### config.mk
export PLATFORM = sky130hd
export DESIGN_NAME = rpd_front
export DESIGN_NICKNAME = d
export VERILOG_FILES = /design/src/hw/rtl/random_pixel_diffuse_macros.svh /design/src/hw/rtl/rpd_pkg.sv /design/src/hw/rtl/rpd_front.sv
export SDC_FILE = /design/constraint.sdc
export NUM_CORES = 1
export LEC_CHECK = 0
export BUFFER_PORTS_ARGS = -buffer_cell sky130_fd_sc_hd__buf_2
export CELL_PAD_IN_SITES_DETAIL_PLACEMENT = 1
export CELL_PAD_IN_SITES_GLOBAL_PLACEMENT = 1
export CORE_MARGIN = 3
export CORE_UTILIZATION = 26
export DETAILED_ROUTE_END_ITERATION = 6
export GPL_ROUTABILITY_DRIVEN = 0
export PLACE_DENSITY = 0.86
export SLEW_MARGIN = 20
export SYNTH_ARGS = -nofsm -noshare
export SYNTH_HDL_FRONTEND = slang
export SYNTH_SLANG_ARGS = --single-unit
### constraint.sdc
create_clock -name clk -period 2.8 [get_ports clk]
set_clock_uncertainty 0.2 [all_clocks]
set_input_delay 0.28 -clock clk [delete_from_list [all_inputs] [get_ports clk]]
set_output_delay 0.28 -clock clk [all_outputs]
set_load 0.02 [all_outputs]
### src/hw/rtl/random_pixel_diffuse_macros.svh
// Assertion macros for the random pixel diffuse block.
// Included by the RTL files that carry concurrent assertions; needs no other file.
`ifndef RANDOM_PIXEL_DIFFUSE_MACROS_SVH
`define RANDOM_PIXEL_DIFFUSE_MACROS_SVH
`ifndef SYNTH
// Plain property, checked at every rising edge outside reset.
`define RPD_ASSERT(label, clk, rst, prop, msg) \
  label: assert property (@(posedge clk) disable iff (rst) prop) else $error(msg);
// Implication: post must hold in the cycle after pre.
`define RPD_ASSERT_NEXT(label, clk, rst, pre, post, msg) \
  label: assert property (@(posedge clk) disable iff (rst) (pre) |=> (post)) else $error(msg);
`else
`define RPD_ASSERT(label, clk, rst, prop, msg)
`define RPD_ASSERT_NEXT(label, clk, rst, pre, post, msg)
`endif
`endif

### src/hw/rtl/rpd_pkg.sv
// Shared types and constants of the random pixel diffuse block.
// Used by every RTL file of the block; depends on nothing.
package rpd_pkg;

  localparam int COORD_W    = 9;
  localparam int GEOM_W     = 9;
  localparam int RANGE_W    = 8;
  localparam int SPAN_W     = 9;
  localparam int ADDR_SUM_W = 2 * COORD_W + 1;
  localparam int CFG_IDX_W  = 8;
  localparam int QUEUE_DEPTH = 2;
  localparam int QPTR_W     = 1;

  localparam logic OP_LOAD = 1'b0;
  localparam logic OP_EMIT = 1'b1;

  localparam logic [CFG_IDX_W-1:0] REG_FRAME_WIDTH  = 8'd0;
  localparam logic [CFG_IDX_W-1:0] REG_FRAME_HEIGHT = 8'd1;
  localparam logic [CFG_IDX_W-1:0] REG_SPREAD_RANGE = 8'd2;
  localparam logic [CFG_IDX_W-1:0] REG_RNG_SEED     = 8'd3;

  localparam logic [31:0]        LCG_MUL     = 32'd1103515245;
  localparam logic [31:0]        LCG_INC     = 32'd12345;
  localparam logic [RANGE_W-1:0] RESET_RANGE = 8'd1;
  localparam logic [31:0]        RESET_SEED  = 32'd1;

  typedef struct packed {
    logic        opcode;
    logic [31:0] pixel_in;
  } in_item_t;

  typedef struct packed {
    logic [31:0] pixel_out;
    logic [7:0]  out_x;
    logic [7:0]  out_y;
    logic        last_of_frame;
  } out_item_t;

  typedef struct packed {
    logic [GEOM_W-1:0]  frame_width;
    logic [GEOM_W-1:0]  frame_height;
    logic [RANGE_W-1:0] spread_range;
  } cfg_t;

  // One classified command between the front and the back.
  typedef struct packed {
    logic               is_emit;
    logic [31:0]        pixel;
    logic [COORD_W-1:0] col;
    logic [COORD_W-1:0] row;
    logic               last;
  } cmd_t;

  typedef struct packed {
    logic full;
    logic empty;
  } q_status_t;

  typedef enum logic [2:0] {
    B_IDLE,
    B_DRAW,
    B_MOD,
    B_ADDR,
    B_OUT
  } back_state_t;

endpackage

### src/hw/rtl/rpd_front.sv
// Front end of the random pixel diffuse block: accepts items and classifies them.
// Tracks the raster position for loading and emitting; depends on rpd_pkg.
module rpd_front (
  input  logic                clk,
  input  logic                rst,
  input  logic                push,
  input  rpd_pkg::in_item_t   in_item,
  input  rpd_pkg::cfg_t       cfg,
  input  logic                restart,
  input  rpd_pkg::q_status_t  q_status,
  output logic                q_push,
  output rpd_pkg::cmd_t       q_cmd
);

  logic                        loaded;
  logic [rpd_pkg::COORD_W-1:0] col;
  logic [rpd_pkg::COORD_W-1:0] row;
  logic                        accept;
  logic                        col_end;
  logic                        row_end;
  logic                        last;

  assign accept  = push && !q_status.full;
  assign col_end = ({1'b0, col} + 10'd1) >= {1'b0, cfg.frame_width};
  assign row_end = ({1'b0, row} + 10'd1) >= {1'b0, cfg.frame_height};
  assign last    = col_end && row_end;

  // A load counts only while the frame is filling, an emit only once it is full.
  assign q_push = accept && ((in_item.opcode == rpd_pkg::OP_EMIT) == loaded);

  always_comb begin
    q_cmd.is_emit = (in_item.opcode == rpd_pkg::OP_EMIT);
    q_cmd.pixel   = in_item.pixel_in;
    q_cmd.col     = col;
    q_cmd.row     = row;
    q_cmd.last    = last;
  end

  always_ff @(posedge clk) begin
    if (rst || restart) begin
      loaded <= 1'b0;
      col    <= '0;
      row    <= '0;
    end else if (q_push) begin
      if (last) begin
        loaded <= !loaded;
        col    <= '0;
        row    <= '0;
      end else if (col_end) begin
        col <= '0;
        row <= row + 1'b1;
      end else begin
        col <= col + 1'b1;
      end
    end
  end

endmodule

# Word-level counts from Yosys, hierarchy flattened

Cells that the tools add are included.

Bits in registers: 19
Logic and storage cells: 23
Output and inout bits: 53

Reduce and logical (&&, ||, !) cells: 9
Order comparisons: 2
Equal/unequal tests: 1
Multiplexer cells: 4
Add/subtract/negate cells: 4

Operators by type and width:

| operator                                                       | number |
|---|---|
| 9-bit two-way mux                                              | 4 |
| 9-bit by 1-bit adder with 10-bit output, second input constant | 2 |
| 10-bit by 9-bit >= comparator with 1-bit output                | 2 |
| 9-bit by 1-bit adder with 9-bit output, second input constant  | 2 |
| 2-bit AND reduction                                            | 2 |
| 1-bit logical AND                                              | 3 |
| 1-bit logical NOT                                              | 2 |
| 2-bit nonzero test                                             | 1 |
| 1-bit == test                                                  | 1 |
| 1-bit logical OR                                               | 1 |

# Logic depth before layout (Yosys ltp)

Depth after elaboration: 5
Depth in mapped cells: 13
Mapped depth without buffers: 12

# Worst setup path before layout

Ideal clock, no wire load.

Path kind: register -> register
From: register row[3] in the netlist's numbering
To: register row[4] in the netlist's numbering
Required time: 2.504 ns
Period minus slack after synthesis: 3.134 ns
Path buffers: 2
Data arrival time: 2.839 ns
Setup slack: -0.334 ns
Cell stages (with the launch flop): 14
Cells stage by stage: dfxtp_1 clkbuf_1 nand2_1 or2_1 buf_6 nor2_1 xor2_1 ha_1 a21o_1 a21oi_1 o21ai_4 a41oi_4 nand3b_1 o41ai_2

Cells in the longest elaborated chain, start to end: 5
Elaborated cells between the ends (all ways): 8
Those cells by class: add/sub (2); order compare (1); mux (2); reduce/logical (3)

RTL lines:

| element                                         | RTL line        | source |
|---|---|---|
| start: declaration                              | rpd_front.sv:17 | `logic [rpd_pkg::COORD_W-1:0] row;` |
| start signal: assignment                        | rpd_front.sv:51 | `row <= row + 1'b1;` |
| 9-bit by 1-bit adder with 10-bit output         | rpd_front.sv:25 | `assign row_end = ({1'b0, row} + 10'd1) >= {1'b0, cfg.frame_height};` |
| 10-bit by 9-bit >= comparator with 1-bit output | rpd_front.sv:25 |  |
| 1-bit logical AND                               | rpd_front.sv:26 | `assign last = col_end && row_end;` |
| 2-bit nonzero test (no line)                    | -               |  |
| 2-bit AND reduction (no line)                   | -               |  |

Several ways; a longest one is shown, not always the timed one. The select of a mux whose other input is x is not followed.
A chain may end at the register's enable or synchronous reset.

==> impl_metrics.tcl <==
set metrics [dict create \
    status "finished with violations" \
    violations "negative setup slack" \
    path_cells "nand3_2, buf_4, xnor2_1, ha_1, a211o_1, a21oi_1, o21ai_2, a41oi_4, nor2_2, buf_6" \
    start_kind "register" \
    path_clk_slew_ns 0.08 \
    cp_slowest_cell "dfxtp_4" \
    synth-async-reset-ratio_pct 0 \
    synth-edff-count 0 \
    drc_errors 0 \
    fin_crit_ns 2.88 \
    core_um2 6570 \
    netlist_area_um2 1830 \
    synth_fp_nets 320 \
    period_share_pct 103 \
    tightest_slew_ns 0.638 \
    die_w_um 89.9 \
    cap_violations 0 \
    grt_overflow 0 \
    dpl.hpwl_um 4140 \
    clockBufferDepth 2 \
    synthFlopType "dfxtp_1" \
    rsz0062_at_grt "yes" \
    antenna_found_initial 0 \
    whs_ns 0.125 \
    syn_area_per_cell_um2 7.79 \
    synth-seq-area-share_pct 20.8 \
    root_buffer "clkbuf_8" \
    final_cell_mix "buf_4 (51), buf_2 (43), nand2_1 (27)" \
    max_freq_ghz 0.347 \
    worstSkewPairLatency_ns 0.26 \
    p_leak_nw 1.25 \
    antenna_left 0 \
    viasPerCell 4.84 \
    powerDensity_nw_per_um2 209 \
    path_max_fanout 4 \
    max_stage_delay_ns 0.38 \
    syn_inst 235 \
    drive_above_1_share_pct 50.8 \
    post-place-ws_ns -0.114 \
    ys_warn_count 0 \
    holdBufCountCts 0 \
    grt_max_degree 15 \
    crit_buf_inv 2 \
    drtIter0Drc 35 \
    setup_viol 2 \
    crit_type "register to output pin" \
    final_max_slew_viol_count 0 \
    hold_path_class "input port to register" \
    cts.sinks 19 \
    globalRouteTotalUtil_pct 13.7 \
    cts_tree "built" \
    synth.distinct_cells 44 \
    cts_max_level 1 \
    num_rows 29 \
    utilization_pct 39.8 \
    initial_utilization_pct 27.9 \
    cts_buffers 3 \
    portBuffers 44 \
    vias 1886 \
    critPathCaptureType "output pin" \
    hold_viol_final 0 \
    crit_arrival_ns 2.40 \
    wl_um 5840 \
    dr.pass1.iters 4 \
    grt_pass1_wl_um 9310 \
    path_delay_family "compound AO/OA/AOI/OAI gates" \
    die_area_um2 8090 \
    ir_drop_uv 134 \
    first_global_vias 1949 \
    setup_slack_ns -0.0788 \
    area_delta_synth_final_pct 42.6 \
    die_height_um 89.9 \
    nNetsFinal 383 \
    slew_headroom_pct 57.3 \
    antennaDiodeCount 0 \
    n_fill_cell 801 \
    ys_ff_latch 19 \
    final_common_cell "buf_4" \
    required_ns 2.32 \
    wl_per_cell_um 15.0 \
    ioPinCount 118 \
]
[through the flow]
stage / cells / setup TNS (ns) / power [mW] / area [um2]
after floorplan: 235 / -0.190 / 0.377 / 1870
after global placement: 370 / -0.0120 / 0.339 / 2200
after detailed placement: 370 / -0.479 / 0.342 / 2200
after CTS: 386 / -0.100 / 0.544 / 2460
after global routing: 390 / -1.44 / 0.568 / 2610
final: 390 / -0.0825 / 0.545 / 2610
[cells in the mapped netlist, types with 2 or more instances]
cell / instances / area share, %
a21oi_1: 11 / 3.0
o22ai_1: 9 / 3.1
and2_1: 2 / 0.68
nor2_1: 8 / 1.6
a21o_1: 2 / 0.82
o31ai_1: 2 / 0.82
nand3_1: 10 / 2.7
ha_1: 20 / 14
a2111oi_0: 3 / 1.4
and3_1: 7 / 2.4
dfxtp_1: 19 / 21
o21ai_0: 6 / 1.6
inv_1: 19 / 3.9
nand3b_1: 3 / 1.2
xor2_1: 5 / 2.4
clkbuf_1: 3 / 0.61
xnor2_1: 7 / 3.3
buf_4: 34 / 14
a32oi_1: 2 / 0.96
nand2b_1: 3 / 1.0
nand2_1: 27 / 5.5
a31oi_1: 5 / 1.7
nand4_1: 4 / 1.4
or3_1: 2 / 0.68
buf_2: 3 / 0.82
[logic make-up after synthesis]
family                     count (synthesis)  share of synthesized area (%)
AOI/OAI and AO/OA                         49                           19.2
DFF                                       19                           20.8
buffers and inverters                     61                           20.1
xor gates and xnor gates                  12                           5.74
and+or+nand+nor                           74                           20.6
adders and majority gates                 20                           13.7
[sequential cells by signal, summed over array words and instances, names as in the netlist]
signal	flops
loaded	1
col	9
row	9
[per-layer routing]
layer	vias up	share of wire [%]	wire (um)	GRT usage, %
li1	917	-	-	-
met1	924	41	2410	16.7
met2	36	54	3160	25.1
met3	9	3.5	207	2.09
met4	0	0.94	55	3.19
met5	-	0	0	0
[what timing repair did]
item,CTS,global route
setup endpoints to repair,13,20
pin swaps,12,12
gates resized for setup,25,32
setup buffers,12,4
cloned,0,0
[power breakdown]
group | internal [mW] | switching [mW]
logic | 0.0365 | 0.0420
registers | 0.264 | 0.000508
clock network | 0.101 | 0.101
[area by class of cell]
type / count / area, um2 / share of cell area, %
clock buffer: 4 / 45.0 / 1.72
inverter: 20 / 75.1 / 2.87
multi-input combinational: 155 / 1310 / 50.1
sequential: 19 / 412 / 15.8
tap: 93 / 116 / 4.46
timing repair buffer: 99 / 654 / 25.1
[tightest hold or removal path, cell delays in order]
cell     delay, ns
buf_2         0.09
or3_1         0.10
o22ai_1       0.08
[final timing paths]
check	start	endpoint	slack (ns)	cells after the start
hold / removal	rst	row[0]	0.12	3
setup reg to reg	row[0]	loaded	0	12
hold reg to reg	loaded	loaded	0.31	2
setup / recovery	row[0]	q_cmd[0]	-0.08	10
No activity file was read; power rests on OpenSTA's default activity.
