--- config.mk ---
export PLATFORM = sky130hd
export DESIGN_NAME = rpd_cmd_queue
export DESIGN_NICKNAME = d
export VERILOG_FILES = /design/src/hw/rtl/random_pixel_diffuse_macros.svh /design/src/hw/rtl/rpd_pkg.sv /design/src/hw/rtl/rpd_cmd_queue.sv
export SDC_FILE = /design/constraint.sdc
export NUM_CORES = 1
export LEC_CHECK = 0
export BUFFER_PORTS_ARGS = -buffer_cell sky130_fd_sc_hd__buf_2
export CAP_MARGIN = 20
export CORE_MARGIN = 4
export CORE_UTILIZATION = 40
export DETAILED_ROUTE_END_ITERATION = 6
export PLACE_DENSITY_LB_ADDON = 0.25
export SYNTH_ARGS = -nofsm -noshare
export SYNTH_HDL_FRONTEND = slang
export SYNTH_SLANG_ARGS = --single-unit
--- constraint.sdc ---
create_clock -name clk -period 2.8 [get_ports clk]
set_input_delay 0.28 -clock clk [delete_from_list [all_inputs] [get_ports clk]]
set_output_delay 0.28 -clock clk [all_outputs]
set_load 0.01 [all_outputs]
--- src/hw/rtl/random_pixel_diffuse_macros.svh ---
// Assertion macros for the random pixel diffuse block.
// Included by the RTL files that carry concurrent assertions; needs no other file.
`ifndef RANDOM_PIXEL_DIFFUSE_MACROS_SVH
`define RANDOM_PIXEL_DIFFUSE_MACROS_SVH
`ifndef SYNTH
// Plain property, checked at every rising edge outside reset.
`define RPD_ASSERT(label, clk, rst, prop, msg) \
  label: assert property (@(posedge clk) disable iff (rst) prop) else $error(msg);
// Implication: post must hold in the cycle after pre.
`define RPD_ASSERT_NEXT(label, clk, rst, pre, post, msg) \
  label: assert property (@(posedge clk) disable iff (rst) (pre) |=> (post)) else $error(msg);
`else
`define RPD_ASSERT(label, clk, rst, prop, msg)
`define RPD_ASSERT_NEXT(label, clk, rst, pre, post, msg)
`endif
`endif

--- src/hw/rtl/rpd_pkg.sv ---
// Shared types and constants of the random pixel diffuse block.
// Used by every RTL file of the block; depends on nothing.
package rpd_pkg;

  localparam int COORD_W    = 9;
  localparam int GEOM_W     = 9;
  localparam int RANGE_W    = 8;
  localparam int SPAN_W     = 9;
  localparam int ADDR_SUM_W = 2 * COORD_W + 1;
  localparam int CFG_IDX_W  = 8;
  localparam int QUEUE_DEPTH = 2;
  localparam int QPTR_W     = 1;

  localparam logic OP_LOAD = 1'b0;
  localparam logic OP_EMIT = 1'b1;

  localparam logic [CFG_IDX_W-1:0] REG_FRAME_WIDTH  = 8'd0;
  localparam logic [CFG_IDX_W-1:0] REG_FRAME_HEIGHT = 8'd1;
  localparam logic [CFG_IDX_W-1:0] REG_SPREAD_RANGE = 8'd2;
  localparam logic [CFG_IDX_W-1:0] REG_RNG_SEED     = 8'd3;

  localparam logic [31:0]        LCG_MUL     = 32'd1103515245;
  localparam logic [31:0]        LCG_INC     = 32'd12345;
  localparam logic [RANGE_W-1:0] RESET_RANGE = 8'd1;
  localparam logic [31:0]        RESET_SEED  = 32'd1;

  typedef struct packed {
    logic        opcode;
    logic [31:0] pixel_in;
  } in_item_t;

  typedef struct packed {
    logic [31:0] pixel_out;
    logic [7:0]  out_x;
    logic [7:0]  out_y;
    logic        last_of_frame;
  } out_item_t;

  typedef struct packed {
    logic [GEOM_W-1:0]  frame_width;
    logic [GEOM_W-1:0]  frame_height;
    logic [RANGE_W-1:0] spread_range;
  } cfg_t;

  // One classified command between the front and the back.
  typedef struct packed {
    logic               is_emit;
    logic [31:0]        pixel;
    logic [COORD_W-1:0] col;
    logic [COORD_W-1:0] row;
    logic               last;
  } cmd_t;

  typedef struct packed {
    logic full;
    logic empty;
  } q_status_t;

  typedef enum logic [2:0] {
    B_IDLE,
    B_DRAW,
    B_MOD,
    B_ADDR,
    B_OUT
  } back_state_t;

endpackage

--- src/hw/rtl/rpd_cmd_queue.sv ---
// Two-entry command queue between the front and the back.
// Holds rpd_pkg::cmd_t entries; depends on rpd_pkg.
module rpd_cmd_queue (
  input  logic               clk,
  input  logic               rst,
  input  logic               q_push,
  input  rpd_pkg::cmd_t      q_cmd,
  input  logic               q_pop,
  output rpd_pkg::cmd_t      q_head,
  output rpd_pkg::q_status_t q_status
);

  rpd_pkg::cmd_t              entries [rpd_pkg::QUEUE_DEPTH];
  logic [rpd_pkg::QPTR_W-1:0] wr_ptr;
  logic [rpd_pkg::QPTR_W-1:0] rd_ptr;
  logic [rpd_pkg::QPTR_W:0]   count;

  assign q_head         = entries[rd_ptr];
  assign q_status.full  = (count == (rpd_pkg::QPTR_W + 1)'(rpd_pkg::QUEUE_DEPTH));
  assign q_status.empty = (count == '0);

  always_ff @(posedge clk) begin
    if (q_push) begin
      entries[wr_ptr] <= q_cmd;
    end
  end

  always_ff @(posedge clk) begin
    if (rst) begin
      wr_ptr <= '0;
      rd_ptr <= '0;
      count  <= '0;
    end else begin
      if (q_push) begin
        wr_ptr <= wr_ptr + 1'b1;
      end
      if (q_pop) begin
        rd_ptr <= rd_ptr + 1'b1;
      end
      case ({q_push, q_pop})
        2'b10:   count <= count + 1'b1;
        2'b01:   count <= count - 1'b1;
        default: count <= count;
      endcase
    end
  end

endmodule

# After elaboration in Yosys (flattened, before gate mapping)
# Memory sizes are Yosys's and may differ from the RTL's. A register that Yosys moved wholly into a read port is not among the register bits.
# Index checks and enable logic that the tools add are counted.
dict set report classes {
  addsub 4
  mul 0
  div 0
  magnitude_cmp 0
  eq_ne 3
  shift 0
  n_mux 5
  bitwise 0
  reduce_logical 2
}
# op count
set op_table {}
lappend op_table {{2-bit == test, second input constant} 2}
lappend op_table {{1-bit two-way mux} 4}
lappend op_table {{2-bit one-hot mux with 2 select lines} 1}
lappend op_table {{1-bit adder, second input constant} 2}
lappend op_table {{2-bit by 1-bit adder with 2-bit output, second input constant} 1}
lappend op_table {{2-bit by 1-bit == test with 1-bit output, second input constant} 1}
lappend op_table {{2-bit logical NOT} 1}
lappend op_table {{2-bit nonzero test} 1}
lappend op_table {{2-bit by 1-bit subtractor with 2-bit output, second input constant} 1}
dict set report word_totals {
  ff_bits 4
  latchBits 0
  mem_bits_rw 104
  mem_bits_ro 0
  output_inout_bits 54
  word_cells 18
  n_memories 1
}
# name depth width read_ports rd_ports_with_merged_regs wr line
set mem_list {}
lappend mem_list {entries 2 52 1 1 1 rpd_cmd_queue.sv:13} ;# rpd_pkg::cmd_t entries [rpd_pkg::QUEUE_DEPTH];

# Depth between registers and ports, before layout
# Gate-level depths: netlist of run 1.
dict set report depth {
  word_depth 3
  mapped_depth 5
  mapped_depth_nobuf 5
}

# Worst setup path after synthesis of run 1
# Ideal clock, no wire load.
dict set report synth_timing {
  kind {input to register}
  from {input port q_push}
  to {memory entries[0][0] (netlist bit) (enable)}
  setup_ns 0.463
  arrival_time_ns 2.521
  required_ns 2.337
  slack_ns -0.184
  path_stages 2
  path_buffers 0
  cell_sequence {inv_1 > nor2_1}
}
dict set report synth_between {
  elab_chain_len 2
}
# element line
set synth_rtl {}
lappend synth_rtl {{start, declared} rpd_cmd_queue.sv:6} ;# input logic q_push,
lappend synth_rtl {{1-bit two-way mux} rpd_cmd_queue.sv:23} ;# if (q_push) begin
lappend synth_rtl {{1-bit two-way mux (implied by the code)} rpd_cmd_queue.sv:24} ;# entries[wr_ptr] <= q_cmd;
lappend synth_rtl {{end, declared} rpd_cmd_queue.sv:13}
# No other way between the ends.

==> results.ini, run 1 <==
[outcome]
run_status = complete, no violations

[worst_setup_path]
crit_type = reg2out
cp-end-kind = output pin
critPathArrivalTime_ps = 1800
cp.required_ps = 2520
crit_fanout = 36
cp-start-kind = flop

[run]
maxCapViolations = 0

[power_and_ir_drop]
p_leak_nw = 1.80
power_density_mw_per_mm2 = 649
vdd_drop_max_mv = 0.235

[placement]
pre_cts_ws_ps = 1080
gp_congestion = 0.683
placedCellCount = 419
place_hpwl_mm = 4.51
portBuffers = 109

[grt]
grt_antenna_before_repair = 0
first_global_vias = 2138
grt_max_degree = 37
grt_first_pass_wirelength_mm = 10.5
grt_usage_pct = 12.1
overflow = 0

[finish]
drive_gt1_share_pct = 59.5
antennaDiodeCount = 0
layout.cells.non_filler = 435
finalNetCount = 358
final_util_pct = 51.7
syn_to_final_growth_pct = 23.3

[clock_tree]
clock_sinks = 109
cts_buffer_depth = 2
root_buffer = clkbuf_8
postCtsHoldBufs = 0
post_cts_resized = 0
cts_inserted_buffers = 9
postCtsSetupBuffers = 0
insertion_delay_ps = 350
cts_tree = yes
ctsHtreeMaxLevel = 3
clkTransAtPathRegs_ps = 100

[timing]
tns_ps = 0
finalHoldViolations = 0
finalWorstSetupSlack_ps = 717
final_max_slew_viol_count = 0
skew_ps = 10.3
setup-violations-final = 0
timing.fmax_ghz = 0.480
worst_pin_slew_ps = 676
rsz0062_at_grt = false
fin_crit_sh_pct = 74.4
slew-limit-headroom_pct = 54.8
whs_ps = 106
min_period_ps = 2080

[logic_synthesis]
async_reset_ff_share_pct = 0
synth.distinct_cells = 14
netlist_area_mm2 = 0.00394
yosysMostFrequentCell = edfxtp_1
yosysWarningCount = 0
netlist_top_cells_count = edfxtp_1 (104), mux2_2 (52), buf_2 (6), nor2_1 (6), dfxtp_1 (5)
synth_nets = 241
synth-edff-count = 104
synth_cells = 184
synthTopCellsByArea = edfxtp_1 (79%), mux2_2 (15%), dfxtp_1 (2.5%)
synth_top_area_share_pct = 79.2
avgSynthCellArea_um2 = 21.4
synth_largest_area_cell = edfxtp_1
ys.flop_type = edfxtp_1
ys_ff_latch = 109
yosysSeqAreaShare_pct = 81.7

[drt]
drt_iter0_drc = 63
totalWireLength_mm = 6.76
avgRoutedWirePerCell_um = 15.5
ant_nets = 0
firstDrtPassIters = 3
vias = 2009
vias_per_cell = 4.62
drc_errors = 0

[die]
boundaryPins = 110
chipHeight_um = 107
rows = 35
core_area_mm2 = 0.00942
die_area_mm2 = 0.0115
initial_core_util_pct = 41.9
fp.dieW_um = 107

[hold_path]
holdCritPathClass = in2reg

==> cell usage in the layout (no fill, tap or decap), types with 2 or more instances in the layout <==
master,synthesis,routed
buf_12,0,3
buf_2,6,109
clkbuf_8,0,9
clkinv_1,0,2
dfxtp_1,5,4
edfxtp_1,104,104
mux2_2,52,52
nor2_1,6,5
xnor2_1,3,3
==> per-layer routing <==
layer | GRT usage [%] | vias up | wire, µm
met1 | 15.3 | 983 | 2910
met4 | 5.48 | 0 | 99
met5 | 0 | - | 0
li1 | - | 948 | -
met2 | 19.2 | 69 | 3230
met3 | 3.42 | 9 | 513
==> registers in the layout, indices dropped and copies added, names as in the netlist, named ones only <==
name	flops
rd_ptr	1
wr_ptr	1
entries	104
count	2
==> worst paths after layout <==
path,startpoint,endpoint,slack [ps],cells past startpoint
setup / recovery,flop,q_head[34],720,3
setup reg to reg,wr_ptr,entries[1][41],1210,2
hold / removal,q_cmd[24],entries[0][24],110,1
hold reg to reg,count[1],count[1],530,2
==> cell families after synthesis <==
group,Yosys count,share of synthesized area (%)
AOI/OAI and AO/OA,2,0.254
xor gates and xnor gates,4,0.888
adders and majority gates,1,0.317
buffers and inverters,7,0.857
DFF,109,81.7
muxes,52,14.8
and+or+nand+nor,9,1.11
==> worst max-delay path, stage by stage (launching register included) <==
cell	delay, ps
dfxtp_2	620
buf_12	280
mux2_2	380
buf_2	140
==> per-stage QoR <==
stage	instance area, µm²	power, W
2_1_floorplan	3950	0.00218
3_3_place_gp	4690	0.00236
3_5_place_dp	4690	0.00237
4_1_cts	4860	0.00322
5_1_grt	4860	0.00331
6_report	4860	0.00316
==> cell type report <==
cell class	instances	area, µm²
multi-input combinational	68	696
timing repair buffer	112	606
inverter	1	3.75
sequential	109	3220
clock inverter	7	48.8
tap	129	161
clock buffer	9	124
fill	791	4550
==> report_power, final <==
part,total [W],internal (W),switching [W]
clock,0.000837,0.000327,0.000510
combinational,0.000389,0.000192,0.000197
sequential,0.00193,0.00190,0.0000337
Note: power is estimated with default switching activity, not from simulation.
==> run 2: changes to the inputs <==
Clock period 2.8 ns to 2 ns, I/O delays scaled along.
==> results.ini, run 2 (synthesized netlist as in run 1, its figures left out) <==
[clock_tree]
ctsHtreeMaxLevel = 3  ; unchanged
cts_buffer_depth = 2  ; unchanged
post_cts_resized = 0  ; unchanged
insertion_delay_ps = 350  ; about the same
clock_sinks = 109  ; unchanged
cts_inserted_buffers = 9  ; unchanged
cts_tree = yes  ; unchanged
root_buffer = clkbuf_8  ; unchanged
postCtsSetupBuffers = 0  ; unchanged
clkTransAtPathRegs_ps = 100  ; about the same

[run]
maxCapViolations = 0  ; unchanged

[timing]
slew-limit-headroom_pct = 72.6  ; was 54.8%
whs_ps = 33.9  ; was 106 ps
fin_crit_sh_pct = 88.1
final_max_slew_viol_count = 0  ; unchanged
tns_ps = 0  ; unchanged
rsz0062_at_grt = false  ; unchanged
skew_ps = 10.4  ; was 10.3 ps
finalWorstSetupSlack_ps = 238  ; was 717 ps
timing.fmax_ghz = 0.567
min_period_ps = 1760
finalHoldViolations = 0  ; unchanged
setup-violations-final = 0  ; unchanged
worst_pin_slew_ps = 411  ; was 676 ps

[die]
die_area_mm2 = 0.0115  ; unchanged
initial_core_util_pct = 41.9  ; unchanged
fp.dieW_um = 107  ; unchanged
boundaryPins = 110  ; unchanged
rows = 35  ; unchanged
core_area_mm2 = 0.00942  ; unchanged
chipHeight_um = 107  ; unchanged

[grt]
grt_max_degree = 31  ; was 37
grt_usage_pct = 12.5  ; was 12.1%
overflow = 0  ; unchanged
grt_antenna_before_repair = 0  ; unchanged
grt_first_pass_wirelength_mm = 11.0  ; was 10.5 mm
first_global_vias = 2259  ; was 2138

[finish]
top_register = entries  ; unchanged
drive_gt1_share_pct = 59.2  ; was 59.5%
largest_reg_flops = 104  ; unchanged
finalNetCount = 368  ; was 358
layout_common_cells = buf_2 (109), edfxtp_1 (104), mux2_2 (52), clkbuf_8 (9), dlygate4sd3_1 (7)  ; was buf_2 (109), edfxtp_1 (104), mux2_2 (52), clkbuf_8 (9), nor2_1 (5)
syn_to_final_growth_pct = 26.6  ; was 23.3%
top_regs = entries (104), count (2)  ; unchanged
antennaDiodeCount = 0  ; unchanged
layout_commonest_cell = buf_2  ; unchanged

[placement]
gp_congestion = 0.698  ; was 0.683
place_hpwl_mm = 4.75  ; was 4.51 mm
portBuffers = 109  ; unchanged
pre_cts_ws_ps = 579  ; was 1080 ps

[worst_setup_path]
cp-start-kind = flop  ; unchanged
critPathArrivalTime_ps = 1560  ; was 1800 ps
cp-end-kind = output pin  ; unchanged
cp.required_ps = 1800  ; was 2520 ps
worstPathCellList = buf_12 > mux2_2 > buf_2  ; unchanged
crit_slowest_cell = dfxtp_2  ; unchanged
crit_fanout = 26  ; was 36
slowest_delay_ps = 480  ; was 620 ps
crit_type = reg2out  ; unchanged

[power_and_ir_drop]
p_leak_nw = 1.87  ; was 1.80 nW
vdd_drop_max_mv = 0.515  ; was 0.235 mV
fin_total_pwr_w = 0.00468  ; was 0.00316 W
power_density_mw_per_mm2 = 938  ; was 649 mW/mm²

[drt]
ant_nets = 0  ; unchanged
drt_iter0_drc = 38  ; was 63
drc_errors = 0  ; unchanged
vias_per_cell = 4.56  ; was 4.62
avgRoutedWirePerCell_um = 15.6  ; was 15.5 µm
totalWireLength_mm = 6.96  ; was 6.76 mm
firstDrtPassIters = 4  ; was 3
vias = 2028  ; was 2009

[hold_path]
holdCritPathClass = in2reg  ; unchanged

[outcome]
run_status = complete, no violations  ; unchanged

run 2: changes by cell type in the layout (fill, tap and decap cells not counted), sizes merged:
cell,delta
buf,+3
bufinv,+2
clkinv,-1
clkinvlp,-1
dlygate4sd3,+7
run 2: final timing paths:
kind / startpoint / endpoint / slack (ps) / cells after the start
worst min-delay path: q_cmd[35] / entries[0][35] / 30 / 1
worst max register to register: wr_ptr / entries[1][2] / 700 / 2
worst min register to register: count[1] / count[1] / 520 / 2
worst max-delay path: flop / q_head[38] / 240 / 3
run 2: worst max-delay path, delay by kind of cell (launching register included):
kind	cells	cell delay, ps
buffers and inverters	2	380
multiplexers	1	360
flip-flops	1	480
run 2: routing by layer:
metal / vias up / share of wire (%) / track usage (%)
met2: 61 / 50 / 20.8
li1: 969 / - / -
met1: 991 / 43 / 15.4
met3: 7 / 6.3 / 4.74
met4: 0 / 1.1 / 3.56
met5: - / 0 / 0
run 2: area by class of cell:
cell class | count | area [µm²]
clock buffer | 9 | 124
clock inverter | 7 | 96.3
fill | 799 | 4420
inverter | 1 | 3.75
multi-input combinational | 68 | 696
sequential | 109 | 3220
tap | 129 | 161
timing repair buffer | 122 | 686
run 2: per-stage QoR:
stage          utilization (%)  cell area, µm²  cells
6_report                  53.0            4990    445
2_1_floorplan                -            3950    184
4_1_cts                   52.3            4920    438
3_3_place_gp              49.9            4700    422
5_1_grt                   53.0            4990    445
3_5_place_dp              49.9            4700    422
run 2: timing repair:
action	4_1_cts	5_1_grt
setup endpoints to repair	0	0
endpoints found under the hold margin	0	13
hold buffers	0	7
run 2: report_power, final:
group	leakage [nW]	internal, W	total, W	switching [W]
registers	1.02	0.00266	0.00270	0.0000406
clock network	0.114	0.000713	0.00142	0.000705
logic	0.739	0.000281	0.000568	0.000287
total	1.87	0.00365	0.00468	0.00103
